**src/rtl/mhcc_pkg.sv**
```systemverilog
// ----------------------------------------------------------------------------
// mhcc_pkg
// shared constants for the magic hash collision counter
// ----------------------------------------------------------------------------
`default_nettype none

package mhcc_pkg;

    localparam int MAX_INDEX_BITS_DEF = 12;
    localparam int MAX_KEYS           = 4096;
    localparam int PRODUCT_BITS       = 64;
    localparam int HALF_W             = 32;
    localparam int VALUE_W            = 64;
    localparam int COUNT_W            = 13;
    localparam int EPOCH_W            = 8;
    localparam int CFG_ADDR_W         = 4;
    localparam int CFG_DATA_W         = 64;
    localparam int IDX_FIELD_W        = 4;
    localparam int SHIFT_W            = 7;

    localparam logic [IDX_FIELD_W-1:0] INDEX_BITS_RESET = 4'd12;

    // register index, taken from paddr bit 3
    localparam logic REG_MAGIC      = 1'b0;
    localparam logic REG_INDEX_BITS = 1'b1;

endpackage

`default_nettype wire

```
**src/rtl/mhcc_cfg.sv**
```systemverilog
// ----------------------------------------------------------------------------
// mhcc_cfg
// apb register file holding the magic multiplier and the index width
// ----------------------------------------------------------------------------
`default_nettype none

module mhcc_cfg
(
    input  wire logic                                 clk,
    input  wire logic                                 rst_n,
    input  wire logic                                 psel,
    input  wire logic                                 penable,
    input  wire logic                                 pwrite,
    input  wire logic [mhcc_pkg::CFG_ADDR_W-1:0]      paddr,
    input  wire logic [mhcc_pkg::CFG_DATA_W-1:0]      pwdata,
    output logic      [mhcc_pkg::CFG_DATA_W-1:0]      prdata,
    output logic      [mhcc_pkg::VALUE_W-1:0]         magic,
    output logic      [mhcc_pkg::IDX_FIELD_W-1:0]     index_bits
);

    logic [mhcc_pkg::VALUE_W-1:0]     magic_reg;
    logic [mhcc_pkg::IDX_FIELD_W-1:0] index_bits_reg;
    logic                             wr_en;
    logic                             reg_sel;

    assign wr_en   = psel & penable & pwrite;
    assign reg_sel = paddr[3];

    always_ff @(posedge clk or negedge rst_n)
    begin
        if (!rst_n)
        begin
            magic_reg      <= '0;
            index_bits_reg <= mhcc_pkg::INDEX_BITS_RESET;
        end
        else if (wr_en)
        begin
            unique case (reg_sel)
                mhcc_pkg::REG_MAGIC:      magic_reg      <= pwdata;
                mhcc_pkg::REG_INDEX_BITS: index_bits_reg <= pwdata[mhcc_pkg::IDX_FIELD_W-1:0];
                default:                  magic_reg      <= magic_reg;
            endcase
        end
    end

    always_comb
    begin
        unique case (reg_sel)
            mhcc_pkg::REG_MAGIC:      prdata = magic_reg;
            mhcc_pkg::REG_INDEX_BITS: prdata = mhcc_pkg::CFG_DATA_W'(index_bits_reg);
            default:                  prdata = '0;
        endcase
    end

    assign magic      = magic_reg;
    assign index_bits = index_bits_reg;

endmodule

`default_nettype wire

```
**config.mk**
```make
export PLATFORM = sky130hd
export DESIGN_NAME = mhcc_cfg
export DESIGN_NICKNAME = d
export VERILOG_FILES = /design/src/rtl/mhcc_pkg.sv /design/src/rtl/mhcc_cfg.sv
export SDC_FILE = /design/constraint.sdc
export NUM_CORES = 1
export LEC_CHECK = 0
export BUFFER_PORTS_ARGS = -buffer_cell sky130_fd_sc_hd__buf_2
export CAP_MARGIN = 20
export CORE_MARGIN = 10
export CORE_UTILIZATION = 45
export DETAILED_ROUTE_END_ITERATION = 10
export PLACE_DENSITY = 0.89
export SETUP_SLACK_MARGIN = 0.2
export SLEW_MARGIN = 25
export SYNTH_ARGS = -nofsm -noshare
export SYNTH_HDL_FRONTEND = slang
export SYNTH_SLANG_ARGS = --single-unit
```
**constraint.sdc**
```tcl
create_clock -name clk -period 1.7 [get_ports clk]
set_clock_uncertainty 0.05 [all_clocks]
set_input_delay 0.085 -clock clk [delete_from_list [all_inputs] [get_ports clk]]
set_output_delay 0.085 -clock clk [all_outputs]
set_load 0.05 [all_outputs]
```
==> summary.txt <==
=====================================================================================
Port-buffer cells                                                                 201
Average detailed-routed wire length per instance                              18.9 um
Cell accounting for the most synthesized area                            sky130_fd_sc_hd__dfrtp_1
Number of different library cells in the post-synthesis netlist                    11
Clock Path Buffers                                                                  2
TritonCTS clock tree                                                            built
Critical path destination                                                   prdata[2]
CTS root buffer                                                          sky130_fd_sc_hd__clkbuf_8
Number of hold-repair buffers added at the cts stage                               65
Synth top area share                                                            50.0%
Critical register-to-register path endpoint                                 magic[18]
Seq cells post-synth                                                               68
Fin nets                                                                          556
Worst endpoint required time                                                  1.56 ns
I/O pin total                                                                     205
Pre-CTS worst setup slack                                                    0.288 ns
Max reg flops                                                                      64
Overflow left after global routing                                                  0
Initial antenna violation count                                                     1
Number of cells in the finished layout apart from fillers                         587
Internal reg-to-reg setup slack                                               0.85 ns
Signed area change from the synthesized netlist to the final layout             61.5%
Power, Total                                                                  7.37 mW
Global-route total usage across every layer                                     19.2%
Core occupancy in the finished layout                                           74.0%
Die boundary height                                                            106 um
Fin Hold WS                                                                  0.243 ns
Clock insertion delay at the later pin of the skew report                     0.32 ns
Final critical delay including setup and external delays                      1.42 ns
Pwr/cell area                                                            1380 nW/um^2
Synth area leaders                                                       sky130_fd_sc_hd__dfrtp_1, sky130_fd_sc_hd__mux2_4, sky130_fd_sc_hd__nor2b_1
Maximum frequency from static timing analysis                               0.702 GHz
Largest net degree at the start of global routing                                  69
Wire length of the first global-routing pass                                 17500 um
Leakage Power                                                                 2.90 nW
DRC Markers                                                                         0
Num Clock Sinks                                                                    68
Number of buffers added by the clock tree synthesis step                            9
Vias per cell                                                                    4.66
CP Max Fanout                                                                       3
Capturing element type of the critical path                               output port
Count of synthesis-stage warnings from yosys                                        0
Number of placed instances with taps included                                     506
Remaining number of nets flagged by the antenna check after routing                 0
Launching point of the worst reg2reg path                                   magic[18]
Initial cell density of the core                                                45.8%
Post-cts sizing count                                                               0
Total stage count of the critical path                                              2
Data arrival at the endpoint of the critical path                             1.29 ns
Routability-driven placement congestion ratio                                   0.793
Largest vdd supply drop                                                        751 uV
Post-detailed-placement cell area                                           4500 um^2
Netlist area before placement                                               3300 um^2
Non-Filler Cell Area, Final                                                 5340 um^2
Transition time of the tightest slew-check pin                               0.608 ns
Outcome                                                                  complete, no violations
Count of routing violations after the opening detailed-route iteration             85
Final number of max-transition violations                                           0
Synth Area per Inst                                                         15.3 um^2
Portion of the post-synthesis area used by sequential elements                  51.6%
Number of cell instances on the worst register-to-register path                     1
Final worst slack                                                            0.275 ns
Aggregate routed wire length                                                 11100 um
Via count of the first global-routing pass                                       3184
Buffering stage count on the worst path with inverters included                     1
Post-detail-place hpwl                                                        7270 um
Cells after Synth                                                                 216
Crit path largest cell delay                                                  0.55 ns
Number of optimization iterations in the first detailed-route pass                  5
Type of element launching the critical path                                      flop
Commonest non-fill, non-tap cells in the layout                          sky130_fd_sc_hd__buf_2, sky130_fd_sc_hd__dfrtp_1, sky130_fd_sc_hd__dlygate4sd3_1
CP cell instances                                                        mux2_2, buf_2
Std-Cell Core Area                                                          7210 um^2
Post-CTS repair timing setup buffer count                                           0
Max-cap violations                                                                  0
Critical path startpoint                                                 index_bits[2]
Standard-cell rows                                                                 31
Highest-delay cell along the critical path                               sky130_fd_sc_hd__dfstp_2
Post-synth net total                                                              289
Kind of cell with the highest combined delay on the critical path          flip-flops
DR vias                                                                          2737
Layout cell share with drive strength beyond 1                                  72.7%
Most common cell after layout, fill and taps aside                       sky130_fd_sc_hd__buf_2
Final hold violation count                                                          0
Horizontal die dimension                                                       106 um
Setup-violating endpoint count in the final report                                  0
Area of the die                                                            11200 um^2
Total Negative Setup Slacks                                                      0 ns
Final worst path period share                                                   83.8%
Hold Path Class                                                          input port to flop
H-tree depth                                                                        3
Headroom to the max-slew limit                                                  59.5%
Clock-pin transition on the worst setup and hold timing paths                 0.07 ns
Unrepaired setup endpoints after global routing                                 false
WS Path Type                                                             flop to output port
=====================================================================================
## cell usage after synthesis
master and n:
sky130_fd_sc_hd__dfrtp_1 66, sky130_fd_sc_hd__mux2_4 60, sky130_fd_sc_hd__nor2b_1 60, sky130_fd_sc_hd__mux2_2 12
sky130_fd_sc_hd__buf_12 6, sky130_fd_sc_hd__clkbuf_1 6, sky130_fd_sc_hd__dfstp_2 2, sky130_fd_sc_hd__buf_2 1
sky130_fd_sc_hd__buf_6 1, sky130_fd_sc_hd__nand4_1 1, sky130_fd_sc_hd__nand4b_4 1
## area by class of cell
class / instances / area (um^2)
Sequential cell: 68 / 1700
Fill cell: 489 / 1880
Clock inverter: 1 / 5.00
Tap cell: 99 / 124
Timing Repair Buffer: 270 / 1730
Antenna cell: 1 / 2.50
Clock buffer: 14 / 183
Multi-Input combinational cell: 134 / 1590
## cell families after synthesis
group	synth area share, %
multiplexers	31.4
flip-flops	51.6
AND/OR/NAND/NOR	12.3
buffers and inverters	4.81
## worst min path at each step
stage | start | to | slack [ns] | cells after the start
floorplan | rst_n | index_bits[0] | -0.26 | 0
global placement | rst_n | magic[36] | 0.08 | 2
global route | pwrite | index_bits[1] | 0.25 | 3
CTS | pwrite | index_bits[1] | 0.23 | 3
finish | pwrite | index_bits[1] | 0.24 | 3
detailed placement | rst_n | magic[35] | 0.08 | 2
## per-layer routing
metal | track usage [%] | wire, um
met5 | 0 | 0
met4 | 7.74 | 243
met3 | 6.94 | 865
met2 | 34.3 | 5840
met1 | 20.1 | 4180
## power breakdown
part           total [mW]  switching [mW]  internal (mW)
Sequential           2.28           0.291           1.99
Clock                1.25           0.572          0.681
Combinational        3.84            2.65           1.19
Power figures use the tool's default switching activity.
