--- config.mk ---
export PLATFORM = sky130hd
export DESIGN_NAME = mhcc_mul
export DESIGN_NICKNAME = d
export VERILOG_FILES = /design/src/rtl/mhcc_pkg.sv /design/src/rtl/mhcc_mul.sv
export SDC_FILE = /design/constraint.sdc
export NUM_CORES = 2
export LEC_CHECK = 0
export ABC_AREA = 1
export ABC_CLOCK_PERIOD_IN_PS = 6800
export BUFFER_PORTS_ARGS = -buffer_cell sky130_fd_sc_hd__buf_2
export CORE_MARGIN = 1.5
export CORE_UTILIZATION = 59
export CTS_CLUSTER_DIAMETER = 200
export DETAILED_ROUTE_END_ITERATION = 16
export PLACE_DENSITY = 0.82
export SLEW_MARGIN = 20
export SYNTH_ARGS = -nofsm -noshare
export SYNTH_HDL_FRONTEND = slang
export SYNTH_SLANG_ARGS = --single-unit
--- constraint.sdc ---
create_clock -name clk -period 6.8 [get_ports clk]
set_clock_uncertainty 0.15 [all_clocks]
set_input_delay 1.36 -clock clk [delete_from_list [all_inputs] [get_ports clk]]
set_output_delay 1.36 -clock clk [all_outputs]
set_load 0.03 [all_outputs]
--- src/rtl/mhcc_pkg.sv ---
// ----------------------------------------------------------------------------
// mhcc_pkg
// shared constants for the magic hash collision counter
// ----------------------------------------------------------------------------
`default_nettype none

package mhcc_pkg;

    localparam int MAX_INDEX_BITS_DEF = 12;
    localparam int MAX_KEYS           = 4096;
    localparam int PRODUCT_BITS       = 64;
    localparam int HALF_W             = 32;
    localparam int VALUE_W            = 64;
    localparam int COUNT_W            = 13;
    localparam int EPOCH_W            = 8;
    localparam int CFG_ADDR_W         = 4;
    localparam int CFG_DATA_W         = 64;
    localparam int IDX_FIELD_W        = 4;
    localparam int SHIFT_W            = 7;

    localparam logic [IDX_FIELD_W-1:0] INDEX_BITS_RESET = 4'd12;

    // register index, taken from paddr bit 3
    localparam logic REG_MAGIC      = 1'b0;
    localparam logic REG_INDEX_BITS = 1'b1;

endpackage

`default_nettype wire

--- src/rtl/mhcc_mul.sv ---
// ----------------------------------------------------------------------------
// mhcc_mul
// low 64 bits of a 64x64 product on one shared 32x32 multiplier, four steps
// ----------------------------------------------------------------------------
`default_nettype none

module mhcc_mul
(
    input  wire logic                               clk,
    input  wire logic                               rst_n,
    input  wire logic                               start,
    input  wire logic [mhcc_pkg::PRODUCT_BITS-1:0]  op_a,
    input  wire logic [mhcc_pkg::PRODUCT_BITS-1:0]  op_b,
    output logic                                    done,
    output logic      [mhcc_pkg::PRODUCT_BITS-1:0]  product
);

    localparam int H = mhcc_pkg::HALF_W;

    logic                                busy_reg;
    logic [1:0]                          step_reg;
    logic [H-1:0]                        mul_a;
    logic [H-1:0]                        mul_b;
    logic [mhcc_pkg::PRODUCT_BITS-1:0]   mul_full;
    logic [mhcc_pkg::PRODUCT_BITS-1:0]   mul_reg;
    logic [mhcc_pkg::PRODUCT_BITS-1:0]   prod_reg;

    // lo*lo, then the two cross terms (only their low halves matter)
    always_comb
    begin
        unique case (step_reg)
            2'd0:    begin mul_a = op_a[H-1:0];   mul_b = op_b[H-1:0];   end
            2'd1:    begin mul_a = op_a[2*H-1:H]; mul_b = op_b[H-1:0];   end
            2'd2:    begin mul_a = op_a[H-1:0];   mul_b = op_b[2*H-1:H]; end
            default: begin mul_a = op_a[H-1:0];   mul_b = op_b[H-1:0];   end
        endcase
    end

    assign mul_full = mul_a * mul_b;

    always_ff @(posedge clk or negedge rst_n)
    begin
        if (!rst_n)
        begin
            busy_reg <= 1'b0;
            step_reg <= 2'd0;
        end
        else if (start)
        begin
            busy_reg <= 1'b1;
            step_reg <= 2'd0;
        end
        else if (busy_reg)
        begin
            if (step_reg == 2'd3)
            begin
                busy_reg <= 1'b0;
            end
            step_reg <= step_reg + 2'd1;
        end
    end

    always_ff @(posedge clk)
    begin
        if (busy_reg)
        begin
            mul_reg <= mul_full;
            unique case (step_reg)
                2'd0:    prod_reg <= prod_reg;
                2'd1:    prod_reg <= mul_reg;
                default: prod_reg[2*H-1:H] <= prod_reg[2*H-1:H] + mul_reg[H-1:0];
            endcase
        end
    end

    assign done    = busy_reg && (step_reg == 2'd3);
    assign product = prod_reg;

endmodule

`default_nettype wire

==> impl_metrics.csv <==
group,metric,value,unit
status,outcome,"finished with violations",
status,violations,"negative setup slack",
logic_synthesis,synth_top_area_cell,"fa_1",
setup_path,worst_path_most_repeated_cell,"fa_1",
grt,antenna_found_initial,3,
route,finalWirelength,154.3,mm
logic_synthesis,synth_cell_types,39,
clock_tree,htreeDepth,4,
clock_tree,clk_path_buf_depth,2,
logic_synthesis,netlist_instances,5317,
logic_synthesis,ys_seq_elements,131,
clock_tree,cts_tree,"built",
floorplan,ios,196,
sta,maxSlewHeadroom,34.76,%
route,vias_per_cell,5.549,
clock_tree,clkTransAtPathRegs,0.07,ns
setup_path,cp-start-kind,"flop",
worst_hold_path,hp-class,"flop to flop",
placed_design,dp_hpwl,129.5,mm
route,dr.pass1.iters,6,
finish,area_delta_synth_final,24.88,%
clock_tree,numClockSinks,131,
job,cap_viol_max_count,0,
route,drtIter0Drc,4147,
floorplan,core,70270,sq um
setup_path,max_stage_delay,0.62,ns
sta,rsz0062_at_grt,"yes",
logic_synthesis,ys_warn_count,0,
clock_tree,root_buffer,"clkbuf_16",
setup_path,cp.required,6.84,ns
route,drc,0,
setup_path,cp_max_fo,7,
logic_synthesis,synth.avg_cell_area,7.910,sq um
grt,overflow,0,
sta,finalCriticalPeriod,7.853,ns
setup_path,cp-end-kind,"flop",
setup_path,worstSetupPathType,"flop to flop",
logic_synthesis,netlist_area,42060,sq um
finish,postLayoutCellArea,52520,sq um
setup_path,slowest_stage,"fa_1",
sta,fin_crit_sh,115.5,%
placed_design,portBuffers,195,
route,wl_per_cell,22.28,microns
setup_path,worstPathArrival,7.89,ns
route,dr.max_layer_used,"met5",
floorplan,die_y,270.0,microns
grt,grt_pass1_vias,40400,
floorplan,rows,97,
sta,hold_viol_final,0,
clock_tree,cts_buffers,17,
logic_synthesis,synth_top_area_share,42.70,%
clock_tree,clk_latency,0.43,ns
route,vias,38440,
sta,timing.fmax,127.3,MHz
logic_synthesis,yosysSeqAreaShare,9.318,%
route,wl_met3,20.44,mm
grt,grt_max_degree,70,
logic_synthesis,synth.area.top_cells,"fa_1, inv_1, nand2_1, edfxtp_1, ha_1",
placed_design,gp_congestion,1.052,
placed_design,placed_cell_area,49410,sq um
floorplan,start_util,59.85,%
floorplan,die_area,72890,sq um
sta,fin_ws,-1.053,ns
route,wl_met2,67.21,mm
sta,tightest_slew,0.9786,ns
route,wl_met1,53.95,mm
sta,slew_violations,0,
route,drtAntennaViolNets,0,
floorplan,die_width,270.0,microns
logic_synthesis,synth_nets,6643,
sta,setup_violations,54,
grt,grt_usage,43.16,%
finish,finish.net_count,7296,
finish,drive_gt1_share,25.05,%
grt,grt_pass1_wl,233.8,mm
worst max-delay path: cells and delay by family (launching register included):
| kind | cells | cell delay [ns] |
|---|---|---|
| adders and majority gates | 10 | 4.61 |
| and+or+nand+nor | 9 | 0.93 |
| DFF | 1 | 0.39 |
| AOI/OAI and AO/OA | 1 | 0.23 |
| buffers and inverters | 11 | 1.24 |
Yosys cell counts:
cell type	n
a21oi_1	71
and2_1	2
and2_2	1
and3_1	1
buf_1	1
buf_2	131
buf_4	14
buf_6	10
buf_8	1
clkbuf_1	12
clkinv_1	2
dfrtp_1	3
edfxtp_1	128
fa_1	897
ha_1	298
inv_1	1355
inv_2	47
nand2_1	1334
nand2_2	14
nand3_1	92
nand3_2	4
nand3b_1	8
nand4_1	14
nor2_1	684
nor2_2	14
nor2_4	5
nor3_1	15
nor3_2	5
nor3_4	1
nor4_1	3
o21ai_0	22
o21ai_1	9
o21ai_2	43
o21ai_4	11
o21bai_1	14
o21bai_2	1
or2_2	6
xnor2_1	14
xor2_1	30
path summary, 6_finish.rpt:
kind	endpoint	depth (start not counted)	slack, ns	from
worst max-delay path	mul_reg[60]	31	-1.05	step_reg[0]
worst min-delay path	product[0]	0	0.32	mul_reg[0]
worst max register to register	mul_reg[60]	31	-1.05	step_reg[0]
worst min register to register	product[0]	0	0.32	mul_reg[0]
max in group asynchronous	busy_reg	1	5.81	rst_n
min in group asynchronous	step_reg[1]	1	0.57	rst_n
cell type report:
type | count | area (sq um)
Antenna cell | 4 | 10.01
Clock buffer | 18 | 429.2
Clock inverter | 14 | 142.6
Fill cell | 4968 | 17750
Inverter | 1404 | 5409
Multi-Input combinational cell | 3613 | 34460
Sequential cell | 131 | 3921
Tap cell | 940 | 1176
Timing Repair Buffer | 803 | 6973
timing repair:
action / 4_1_cts / 5_1_grt
pin swaps: 63 / 110
hold buffers: 0 / 0
setup endpoints to repair: 54 / 55
resized for setup: 245 / 228
gates cloned: 6 / 3
buffers inserted: 40 / 35
metal layers:
layer | vias up | track usage [%]
met5 | - | 0.1316
met4 | 4 | 27.19
met3 | 736 | 13.90
met2 | 2513 | 65.94
met1 | 18620 | 53.12
li1 | 16570 | -
per-stage QoR:
| step | setup TNS (ns) | hold slack, ns | instances | util (%) | setup slack (ns) |
|---|---|---|---|---|---|
| after CTS | -38.50 | 0.3200 | 6886 | 73.05 | -0.9404 |
| after floorplan | -22.39 | 0.2807 | 5317 | - | -0.5748 |
| after global routing | -53.56 | 0.3295 | 6923 | 74.73 | -1.194 |
| after detailed placement | -68.95 | 0.3044 | 6809 | 70.31 | -1.520 |
| after global placement | -66.72 | 0.2984 | 6809 | 70.31 | -1.484 |
| final | -43.91 | 0.3229 | 6927 | 74.74 | -1.053 |
logic make-up after synthesis:
group	share of synthesized area, %
compound gates	2.811
simple gates	20.63
flops	9.318
xor+xnor	0.9163
buf+inv	14.76
fa+ha+maj	51.56
layout by cell type (no fill, tap or decap), drive strengths merged, types with 14 or more instances in the layout:
cell,n
a21oi,71
buf,799
clkbuf,21
edfxtp,128
fa,897
ha,298
inv,1405
nand2,1348
nand3,96
nand4,14
nor2,703
nor3,21
o21ai,85
o21bai,15
xnor2,14
xor2,30
Power is left out: the tool's default activity adds up to more than one toggle a clock period on the data nets, which glitch-free logic cannot reach.
